## config.mk

```make
export PLATFORM = sky130hd
export DESIGN_NAME = camera_control_frame_parser
export DESIGN_NICKNAME = d
export VERILOG_FILES = /design/src/rtl/ccfp_pkg.sv /design/src/rtl/camera_control_frame_parser.sv /design/src/rtl/ccfp_ram.sv /design/src/rtl/ccfp_queue.sv /design/src/rtl/ccfp_front.sv /design/src/rtl/ccfp_back.sv
export SDC_FILE = /design/constraint.sdc
export NUM_CORES = 1
export LEC_CHECK = 0
export ABC_AREA = 0
export BUFFER_PORTS_ARGS = -buffer_cell sky130_fd_sc_hd__buf_2
export CAP_MARGIN = 20
export CORE_ASPECT_RATIO = 1.5
export CORE_MARGIN = 5
export CORE_UTILIZATION = 45
export CTS_CLUSTER_DIAMETER = 40
export DETAILED_ROUTE_END_ITERATION = 10
export GPL_ROUTABILITY_DRIVEN = 0
export PLACE_DENSITY_LB_ADDON = 0.12
export SLEW_MARGIN = 20
export SYNTH_ARGS = -nofsm -noshare
export SYNTH_HDL_FRONTEND = slang
export SYNTH_SLANG_ARGS = --single-unit
```

## constraint.sdc

```tcl
create_clock -name clock -period 3.5 [get_ports clock]
set_input_delay 0.7 -clock clock [delete_from_list [all_inputs] [get_ports clock]]
set_output_delay 0.7 -clock clock [all_outputs]
set_load 0.005 [all_outputs]
```

## src/rtl/ccfp_pkg.sv

```systemverilog
// types, constants and helpers shared by the camera control frame parser
// no dependencies
`default_nettype none

package ccfp_pkg;

   localparam int MAX_BODY_DEFAULT = 16;
   localparam int QUEUE_DEPTH      = 2;
   localparam int BODY_LEN_W       = 5;
   localparam int POS_W            = 3;

   localparam logic [7:0] ADDR_HIGH_MASK = 8'hF0;
   localparam logic [7:0] ADDR_PREFIX    = 8'h80;
   localparam logic [7:0] ADDR_LOW_MASK  = 8'h0F;
   localparam logic [7:0] TERMINATOR     = 8'hFF;
   localparam logic [3:0] BROADCAST_DEST = 4'd8;

   // frame positions; the counter saturates at the body position
   localparam logic [POS_W-1:0] POS_ADDRESS  = 3'd0;
   localparam logic [POS_W-1:0] POS_CLASS    = 3'd1;
   localparam logic [POS_W-1:0] POS_CATEGORY = 3'd2;
   localparam logic [POS_W-1:0] POS_COMMAND  = 3'd3;
   localparam logic [POS_W-1:0] POS_BODY     = 3'd4;

   typedef struct packed {
      logic [7:0] data_byte;
      logic       buffer_end;
   } req_type;

   typedef struct packed {
      logic                  is_body;
      logic                  ok;
      logic [3:0]            destination;
      logic [7:0]            class_byte;
      logic [7:0]            category_byte;
      logic [7:0]            command_byte;
      logic [BODY_LEN_W-1:0] body_length;
      logic [7:0]            body_byte;
      logic                  last;
   } rsp_type;

   // verdict handed from the parser to the output side
   typedef struct packed {
      logic       ok;
      logic [3:0] destination;
      logic [7:0] class_byte;
      logic [7:0] category_byte;
      logic [7:0] command_byte;
   } job_type;

   typedef enum logic [1:0] {
      ST_IDLE,
      ST_VERDICT,
      ST_READ,
      ST_BODY
   } back_state_type;

   function automatic int addr_width(input int depth);
      return (depth > 1) ? $clog2(depth) : 1;
   endfunction

endpackage

`default_nettype wire

```

## src/rtl/camera_control_frame_parser.sv

```systemverilog
// camera control command frame parser, one request byte per cycle
// a verdict is registered in the queue, then in the sequencer's payload, before it shows
// body bytes follow one by one, each read from the registered ram after the last is taken
// requests flow one per cycle, held back only while the queue is full or a body
// readout blocks requests at the body position; synchronous reset clears the parser,
// queue and sequencer at once, the body ram is not cleared
`default_nettype none

module camera_control_frame_parser
   import ccfp_pkg::*;
#(
   parameter int MAX_BODY = MAX_BODY_DEFAULT
) (
   input  wire logic    clock,
   input  wire logic    reset,
   input  wire logic    req_valid,
   output logic         req_ready,
   input  wire req_type req_payload,
   output logic         rsp_valid,
   input  wire logic    rsp_ready,
   output rsp_type      rsp_payload
);

   localparam int CNT_W = $clog2(MAX_BODY + 1);
   localparam int AW    = addr_width(MAX_BODY);
   localparam int QW    = $bits(job_type) + CNT_W;

   logic             q_full;
   logic             q_push;
   logic             q_pop;
   logic             q_valid;
   job_type          push_job;
   job_type          head_job;
   logic [CNT_W-1:0] push_count;
   logic [CNT_W-1:0] head_count;
   logic [QW-1:0]    head_data;
   logic             wr_en;
   logic [AW-1:0]    wr_addr;
   logic [7:0]       wr_data;
   logic             rd_en;
   logic [AW-1:0]    rd_addr;
   logic [7:0]       rd_data;
   logic             body_done;

   ccfp_front #(
      .MAX_BODY (MAX_BODY)
   ) u_front (
      .clock       (clock),
      .reset       (reset),
      .req_valid   (req_valid),
      .req_ready   (req_ready),
      .req_payload (req_payload),
      .q_full      (q_full),
      .q_push      (q_push),
      .q_job       (push_job),
      .q_count     (push_count),
      .wr_en       (wr_en),
      .wr_addr     (wr_addr),
      .wr_data     (wr_data),
      .body_done   (body_done)
   );

   ccfp_queue #(
      .WIDTH (QW)
   ) u_queue (
      .clock     (clock),
      .reset     (reset),
      .push      (q_push),
      .push_data ({push_job, push_count}),
      .full      (q_full),
      .pop       (q_pop),
      .valid     (q_valid),
      .head_data (head_data)
   );

   assign head_job   = head_data[QW-1:CNT_W];
   assign head_count = head_data[CNT_W-1:0];

   ccfp_ram #(
      .WIDTH (8),
      .DEPTH (MAX_BODY)
   ) u_body_ram (
      .clock   (clock),
      .wr_en   (wr_en),
      .wr_addr (wr_addr),
      .wr_data (wr_data),
      .rd_en   (rd_en),
      .rd_addr (rd_addr),
      .rd_data (rd_data)
   );

   ccfp_back #(
      .MAX_BODY (MAX_BODY)
   ) u_back (
      .clock       (clock),
      .reset       (reset),
      .q_valid     (q_valid),
      .q_job       (head_job),
      .q_count     (head_count),
      .q_pop       (q_pop),
      .rd_en       (rd_en),
      .rd_addr     (rd_addr),
      .rd_data     (rd_data),
      .rsp_valid   (rsp_valid),
      .rsp_ready   (rsp_ready),
      .rsp_payload (rsp_payload),
      .body_done   (body_done)
   );

endmodule

`default_nettype wire

```

## src/rtl/ccfp_ram.sv

```systemverilog
// simple dual-port ram, one write and one registered read port
// depends on ccfp_pkg
`default_nettype none

module ccfp_ram
   import ccfp_pkg::*;
#(
   parameter  int WIDTH = 8,
   parameter  int DEPTH = MAX_BODY_DEFAULT,
   localparam int AW    = addr_width(DEPTH)
) (
   input  wire logic             clock,
   input  wire logic             wr_en,
   input  wire logic [AW-1:0]    wr_addr,
   input  wire logic [WIDTH-1:0] wr_data,
   input  wire logic             rd_en,
   input  wire logic [AW-1:0]    rd_addr,
   output logic      [WIDTH-1:0] rd_data
);

   logic [WIDTH-1:0] mem_ff [DEPTH];
   logic [WIDTH-1:0] rd_data_ff;

   always_ff @(posedge clock) begin
      if (wr_en) begin
         mem_ff[wr_addr] <= wr_data;
      end
      if (rd_en) begin
         rd_data_ff <= mem_ff[rd_addr];
      end
   end

   assign rd_data = rd_data_ff;

endmodule

`default_nettype wire

```

## src/rtl/ccfp_queue.sv

```systemverilog
// short verdict queue between the parser and the output sequencer
// depends on ccfp_pkg
`default_nettype none

module ccfp_queue
   import ccfp_pkg::*;
#(
   parameter int WIDTH = 8
) (
   input  wire logic             clock,
   input  wire logic             reset,
   input  wire logic             push,
   input  wire logic [WIDTH-1:0] push_data,
   output logic                  full,
   input  wire logic             pop,
   output logic                  valid,
   output logic      [WIDTH-1:0] head_data
);

   localparam int PTR_W  = addr_width(QUEUE_DEPTH);
   localparam int FILL_W = $clog2(QUEUE_DEPTH + 1);

   logic [WIDTH-1:0]  entry_ff [QUEUE_DEPTH];
   logic [PTR_W-1:0]  wr_ptr_ff, wr_ptr_in;
   logic [PTR_W-1:0]  rd_ptr_ff, rd_ptr_in;
   logic [FILL_W-1:0] fill_ff, fill_in;

   function automatic logic [PTR_W-1:0] ptr_next(input logic [PTR_W-1:0] ptr);
      return (ptr == PTR_W'(QUEUE_DEPTH - 1)) ? '0 : ptr + PTR_W'(1);
   endfunction

   always_comb begin
      wr_ptr_in = push ? ptr_next(wr_ptr_ff) : wr_ptr_ff;
      rd_ptr_in = pop  ? ptr_next(rd_ptr_ff) : rd_ptr_ff;
      fill_in   = fill_ff;
      if (push && !pop) begin
         fill_in = fill_ff + FILL_W'(1);
      end else if (pop && !push) begin
         fill_in = fill_ff - FILL_W'(1);
      end
   end

   always_ff @(posedge clock) begin
      if (reset) begin
         wr_ptr_ff <= '0;
         rd_ptr_ff <= '0;
         fill_ff   <= '0;
      end else begin
         wr_ptr_ff <= wr_ptr_in;
         rd_ptr_ff <= rd_ptr_in;
         fill_ff   <= fill_in;
      end
   end

   always_ff @(posedge clock) begin
      if (push) begin
         entry_ff[wr_ptr_ff] <= push_data;
      end
   end

   assign full      = (fill_ff == FILL_W'(QUEUE_DEPTH));
   assign valid     = (fill_ff != '0);
   assign head_data = entry_ff[rd_ptr_ff];

endmodule

`default_nettype wire

```

## src/rtl/ccfp_front.sv

```systemverilog
// request side: parses the frame byte by byte, stores body bytes, queues verdicts
// depends on ccfp_pkg
`default_nettype none

module ccfp_front
   import ccfp_pkg::*;
#(
   parameter  int MAX_BODY = MAX_BODY_DEFAULT,
   localparam int CNT_W    = $clog2(MAX_BODY + 1),
   localparam int AW       = addr_width(MAX_BODY)
) (
   input  wire logic             clock,
   input  wire logic             reset,
   input  wire logic             req_valid,
   output logic                  req_ready,
   input  wire req_type          req_payload,
   input  wire logic             q_full,
   output logic                  q_push,
   output job_type               q_job,
   output logic      [CNT_W-1:0] q_count,
   output logic                  wr_en,
   output logic      [AW-1:0]    wr_addr,
   output logic      [7:0]       wr_data,
   input  wire logic             body_done
);

   logic [POS_W-1:0] pos_ff, pos_in;
   logic [3:0]       nibble_ff, nibble_in;
   logic [7:0]       class_ff, class_in;
   logic [7:0]       category_ff, category_in;
   logic [7:0]       command_ff, command_in;
   logic [CNT_W-1:0] count_ff, count_in;
   logic             overflow_ff, overflow_in;
   logic             verdict_ff, verdict_in;
   logic             pending_ff, pending_in;
   logic             accept;
   logic             active;
   logic [7:0]       b;

   function automatic logic [3:0] dest_of(input logic [7:0] value);
      logic [3:0] d;
      d = value[3:0] & ADDR_LOW_MASK[3:0];
      if ((value & ADDR_HIGH_MASK) != ADDR_PREFIX) begin
         return '0;
      end
      if (d == '0 || d > BROADCAST_DEST) begin
         return '0;
      end
      return d;
   endfunction

   assign active = !verdict_ff;
   assign b      = req_payload.data_byte;

   // a previous body is still being read out, so no body writes may land yet
   assign req_ready = !q_full && !(active && pos_ff == POS_BODY && pending_ff);
   assign accept    = req_valid && req_ready;

   assign wr_addr = count_ff[AW-1:0];
   assign wr_data = b;

   always_comb begin
      pos_in      = pos_ff;
      nibble_in   = nibble_ff;
      class_in    = class_ff;
      category_in = category_ff;
      command_in  = command_ff;
      count_in    = count_ff;
      overflow_in = overflow_ff;
      verdict_in  = verdict_ff;
      pending_in  = pending_ff;
      q_push      = 1'b0;
      q_job       = '0;
      q_count     = '0;
      wr_en       = 1'b0;

      if (body_done) begin
         pending_in = 1'b0;
      end

      if (accept) begin
         if (active) begin
            if (pos_ff == POS_ADDRESS) begin
               nibble_in = dest_of(b);
            end else if (b == TERMINATOR) begin
               verdict_in = 1'b1;
               q_push     = 1'b1;
               if (nibble_ff != '0 && pos_ff >= POS_CATEGORY && !overflow_ff) begin
                  q_job.ok            = 1'b1;
                  q_job.destination   = nibble_ff;
                  q_job.class_byte    = class_ff;
                  q_job.category_byte = category_ff;
                  q_job.command_byte  = command_ff;
                  q_count             = count_ff;
                  if (count_ff != '0) begin
                     pending_in = 1'b1;
                  end
               end
            end else if (pos_ff == POS_CLASS) begin
               class_in = b;
            end else if (pos_ff == POS_CATEGORY) begin
               category_in = b;
            end else if (pos_ff == POS_COMMAND) begin
               command_in = b;
            end else if (count_ff < CNT_W'(MAX_BODY)) begin
               wr_en    = 1'b1;
               count_in = count_ff + CNT_W'(1);
            end else begin
               overflow_in = 1'b1;
            end
            if (pos_ff != POS_BODY) begin
               pos_in = pos_ff + POS_W'(1);
            end
         end

         if (req_payload.buffer_end) begin
            // no terminator seen in this buffer: failure verdict
            if (!verdict_in) begin
               q_push  = 1'b1;
               q_job   = '0;
               q_count = '0;
            end
            pos_in      = POS_ADDRESS;
            nibble_in   = '0;
            class_in    = '0;
            category_in = '0;
            command_in  = '0;
            count_in    = '0;
            overflow_in = 1'b0;
            verdict_in  = 1'b0;
         end
      end
   end

   always_ff @(posedge clock) begin
      if (reset) begin
         pos_ff      <= POS_ADDRESS;
         nibble_ff   <= '0;
         class_ff    <= '0;
         category_ff <= '0;
         command_ff  <= '0;
         count_ff    <= '0;
         overflow_ff <= 1'b0;
         verdict_ff  <= 1'b0;
         pending_ff  <= 1'b0;
      end else begin
         pos_ff      <= pos_in;
         nibble_ff   <= nibble_in;
         class_ff    <= class_in;
         category_ff <= category_in;
         command_ff  <= command_in;
         count_ff    <= count_in;
         overflow_ff <= overflow_in;
         verdict_ff  <= verdict_in;
         pending_ff  <= pending_in;
      end
   end

endmodule

`default_nettype wire

```

## src/rtl/ccfp_back.sv

```systemverilog
// response side: presents each verdict, then reads the body bytes out of the ram
// depends on ccfp_pkg
`default_nettype none

module ccfp_back
   import ccfp_pkg::*;
#(
   parameter  int MAX_BODY = MAX_BODY_DEFAULT,
   localparam int CNT_W    = $clog2(MAX_BODY + 1),
   localparam int AW       = addr_width(MAX_BODY)
) (
   input  wire logic             clock,
   input  wire logic             reset,
   input  wire logic             q_valid,
   input  wire job_type          q_job,
   input  wire logic [CNT_W-1:0] q_count,
   output logic                  q_pop,
   output logic                  rd_en,
   output logic      [AW-1:0]    rd_addr,
   input  wire logic [7:0]       rd_data,
   output logic                  rsp_valid,
   input  wire logic             rsp_ready,
   output rsp_type               rsp_payload,
   output logic                  body_done
);

   back_state_type   state_ff, state_in;
   rsp_type          rsp_ff;
   logic [CNT_W-1:0] len_ff;
   logic [CNT_W-1:0] idx_ff, idx_in;
   logic             last_byte;

   assign last_byte = (idx_ff + CNT_W'(1)) == len_ff;

   // next state
   always_comb begin
      state_in = state_ff;
      unique case (state_ff)
         ST_IDLE: begin
            if (q_valid) begin
               state_in = ST_VERDICT;
            end
         end
         ST_VERDICT: begin
            if (rsp_ready) begin
               state_in = (len_ff == '0) ? ST_IDLE : ST_READ;
            end
         end
         ST_READ: begin
            state_in = ST_BODY;
         end
         ST_BODY: begin
            if (rsp_ready) begin
               state_in = last_byte ? ST_IDLE : ST_READ;
            end
         end
         default: begin
            state_in = ST_IDLE;
         end
      endcase
   end

   // outputs
   always_comb begin
      q_pop     = 1'b0;
      rd_en     = 1'b0;
      rsp_valid = 1'b0;
      body_done = 1'b0;
      idx_in    = idx_ff;
      unique case (state_ff)
         ST_IDLE: begin
            q_pop = q_valid;
         end
         ST_VERDICT: begin
            rsp_valid = 1'b1;
            if (rsp_ready && len_ff != '0) begin
               rd_en  = 1'b1;
               idx_in = '0;
            end
         end
         ST_READ: begin
         end
         ST_BODY: begin
            rsp_valid = 1'b1;
            if (rsp_ready) begin
               if (last_byte) begin
                  body_done = 1'b1;
               end else begin
                  rd_en  = 1'b1;
                  idx_in = idx_ff + CNT_W'(1);
               end
            end
         end
         default: begin
         end
      endcase
   end

   assign rd_addr = idx_in[AW-1:0];

   always_ff @(posedge clock) begin
      if (reset) begin
         state_ff <= ST_IDLE;
      end else begin
         state_ff <= state_in;
      end
   end

   // payload registers; verdict fields carry over onto the body bytes
   always_ff @(posedge clock) begin
      idx_ff <= idx_in;
      if (state_ff == ST_IDLE && q_valid) begin
         len_ff                <= q_count;
         rsp_ff.is_body        <= 1'b0;
         rsp_ff.ok             <= q_job.ok;
         rsp_ff.destination    <= q_job.destination;
         rsp_ff.class_byte     <= q_job.class_byte;
         rsp_ff.category_byte  <= q_job.category_byte;
         rsp_ff.command_byte   <= q_job.command_byte;
         rsp_ff.body_length    <= BODY_LEN_W'(q_count);
         rsp_ff.body_byte      <= '0;
         rsp_ff.last           <= (q_count == '0);
      end else if (state_ff == ST_READ) begin
         rsp_ff.is_body   <= 1'b1;
         rsp_ff.body_byte <= rd_data;
         rsp_ff.last      <= last_byte;
      end
   end

   assign rsp_payload = rsp_ff;

endmodule

`default_nettype wire

```

==> flow_summary.json <==
{
  "arrival_ns": 3.66,
  "gr-usage-met2_pct": 35.31,
  "die-area_um2": 30550,
  "timing.fmax_mhz": 297.6,
  "cts_max_path_buffers": 3,
  "hold_path_startpoint": "u_back.rsp_payload[7]",
  "startpoint_type": "flop",
  "yosys_warnings": 0,
  "multi_input_area_um2": 3567,
  "path_class": "reg2reg",
  "finClkSkew_ns": 0.01140,
  "setup_slack_ns": 0.1394,
  "comb_power_share_pct": 17.0,
  "initial_utilization_pct": 45.71,
  "routed_wl_um": 29370,
  "final_common_cell": "edfxtp_1",
  "ys_seq_area_share_pct": 68.81,
  "wl_per_cell_um": 22.77,
  "num_vias": 7392,
  "p_int_w": 0.006962,
  "cts-resized-gates": 1,
  "r2r_cells": 9,
  "rsz0062_at_grt": "no",
  "num_antenna_cells": 0,
  "power.density_nw_per_um2": 660.5,
  "max-cap-violations": 0,
  "fillers": 2216,
  "period_share_pct": 96.02,
  "die_w_um": 144.4,
  "drive_above_1_share_pct": 23.19,
  "use_met3_pct": 2.667,
  "r2r_end": "u_body_ram.rd_data[5]",
  "avgViaCountPerCell": 5.730,
  "dp_hpwl_um": 20240,
  "drc": 0,
  "worstHoldEndpoint": "u_back.rsp_payload[7]",
  "busiest_layer": "met2",
  "fin_cells": 1290,
  "drt_pass1_iterations": 5,
  "synth_fp_nets": 859,
  "rows": 73,
  "status": "finished clean",
  "io_buffers": 58,
  "drv_slew": 0,
  "clk-insertion-delay-late_ns": 0.56,
  "dominantRegCellSynth": "edfxtp_1",
  "reg2reg_slack_ns": 0.14,
  "area_growth_pct": 17.18,
  "syn_area_um2": 12190,
  "finalHoldViolCount": 0,
  "antenna_found_initial": 2,
  "grt.total_usage_pct": 19.06,
  "min_path_cells": 2,
  "vdd_ir_drop_max_mv": 0.4920,
  "die_h_um": 211.6,
  "grt_overflow": 0,
  "required_ns": 3.80,
  "pre_cts_ws_ns": 0.0005365,
  "ys_ff_latch": 299,
  "regArea_um2": 8388,
  "grt_max_degree": 43,
  "initialDrtViolationCount": 601,
  "clkTransAtPathRegs_ns": 0.06,
  "nNetsFinal": 952,
  "p_seq_share_pct": 47.1,
  "hp-class": "reg2reg",
  "synth_edf_count": 240,
  "synth_cell_types": 58,
  "p_leak_nw": 5.153,
  "cts_buffers": 31,
  "final_cell_mix": "edfxtp_1, nor2_1, dfxtp_1, buf_2, mux2i_1",
  "htreeDepth": 1,
  "ant_nets": 0,
  "crit_path_end_kind": "flop",
  "r2r-start": "u_back.idx_ff[0]",
  "cts_root_buf": "clkbuf_16",
  "grt_pass1_wl_um": 44270,
  "cts_tree": "done",
  "grt_pass1_vias": 7784,
  "synth_area_per_cell_um2": 14.60,
  "relSlewSlack_pct": 31.45,
  "crit_fanout": 39,
  "dp_cells": 1232,
  "clkPwrFrac_pct": 35.9,
  "fin_crit_ns": 3.361,
  "cts_hold_buf": 0,
  "ys_async_sr_fraction_pct": 0,
  "cts.sinks": 299,
  "core-area_um2": 26670,
  "cts_setup_buffers": 0,
  "switchingPower_w": 0.002473,
  "io_pins": 59,
  "swShare_pct": 26.21,
  "fin_setup_tns_ns": 0,
  "finalSetupViolations": 0,
  "synth_cells": 835,
  "tightest_slew_ns": 1.028,
  "met1_usage_pct": 20.85
}
## synthesized netlist by cell type, types with 3 or more instances
master / n / share of area (%)
dfxtp_1: 59 / 9.7
a221oi_1: 32 / 2.3
buf_2: 9 / 0.37
or4_1: 10 / 0.62
and2_1: 36 / 1.8
ha_1: 11 / 1.1
nand4_1: 4 / 0.21
xnor2_1: 5 / 0.36
nand3_1: 3 / 0.12
buf_6: 4 / 0.37
a21oi_1: 28 / 1.1
a31oi_1: 4 / 0.21
clkbuf_1: 38 / 1.2
nor2b_1: 6 / 0.31
xor2_1: 5 / 0.36
o21ai_1: 4 / 0.16
nor3b_1: 3 / 0.18
mux2i_1: 56 / 4.6
inv_1: 15 / 0.46
mux2_2: 34 / 3.1
nand2b_1: 5 / 0.26
o31a_1: 32 / 2.3
edfxtp_1: 240 / 59
nor2_1: 71 / 2.2
a2111oi_0: 32 / 2.3
o21ai_0: 4 / 0.16
nor3_1: 13 / 0.53
nor4_1: 5 / 0.26
nand2_1: 29 / 0.89
## final cells by class
class | count | share of cell area [%]
sequential | 299 | 58.72
clock buffer | 33 | 5.483
timing repair buffer | 113 | 5.448
tap | 337 | 2.952
multi-input combinational | 466 | 24.97
inverter | 17 | 0.4467
clock inverter | 25 | 1.979
## routing by layer
metal  share of wire [%]  wire, µm  up-vias
met3                 4.9      1437       82
li1                    -         -     3429
met4                 5.1      1507        2
met5               0.044        13        -
met1                  36     10490     3632
met2                  54     15930      247
## metrics by stage
stage | hold slack [ns] | util [%] | total power, W | instance area [µm²]
after floorplan | 0.4383 | - | 0.005469 | 12190
after global placement | 0.4383 | 49.39 | 0.006082 | 13170
after CTS | 0.4545 | 53.42 | 0.009530 | 14250
final | 0.4552 | 53.56 | 0.009435 | 14290
after global routing | 0.4747 | 53.56 | 0.009825 | 14290
after detailed placement | 0.4464 | 49.40 | 0.006135 | 13180
## worst max path at each step
stage / end / slack (ns) / start
after floorplan: u_body_ram.rd_data[5] / 0.41 / u_back.idx_ff[0]
after CTS: u_body_ram.rd_data[6] / 0.007 / u_back.idx_ff[0]
after global placement: u_body_ram.rd_data[3] / 0.1 / u_back.idx_ff[0]
after detailed placement: u_body_ram.rd_data[3] / 0.0005 / u_back.idx_ff[0]
after global routing: u_body_ram.rd_data[5] / 0.006 / u_back.idx_ff[0]
final: u_body_ram.rd_data[5] / 0.14 / u_back.idx_ff[0]
## sequential cells by signal (all words and copies together) (netlist names), 8 cells and up, named ones only
signal,flops
u_front.command_ff,8
u_front.class_ff,8
u_front.category_ff,8
u_back.rsp_payload,39
u_body_ram.rd_data,8
u_queue.entry_ff,68
u_body_ram.mem_ff,128
## power by group through the flow
stage	Clock, W	Sequential, W	Combinational (W)
finish	0.00339	0.00445	0.00160
global route	0.00360	0.00448	0.00174
CTS	0.00346	0.00445	0.00162
detailed placement	0	0.00452	0.00161
global placement	0	0.00451	0.00157
floorplan	0	0.00451	0.000956
## cells by family after synthesis
logic type	Yosys count	share of synthesized area, %
multiplexers	92	7.924
AND/OR/NAND/NOR	200	8.457
XOR/XNOR	15	1.550
flip-flops	299	68.81
AO/OA/AOI/OAI	148	9.638
adder cells (fa/ha/maj)	11	1.129
buffers and inverters	70	2.494
## critical path: stages (launching register included)
cell and delay, ns:
dfxtp_1 0.43, ha_1 0.25, and3_1 0.25, xnor3_1 0.34, a311oi_4 0.40, nor3_4 0.11
buf_12 0.20, a221oi_1 0.46, a2111oi_0 0.15, or4_1 0.52
No activity file was read; power rests on OpenSTA's default activity.
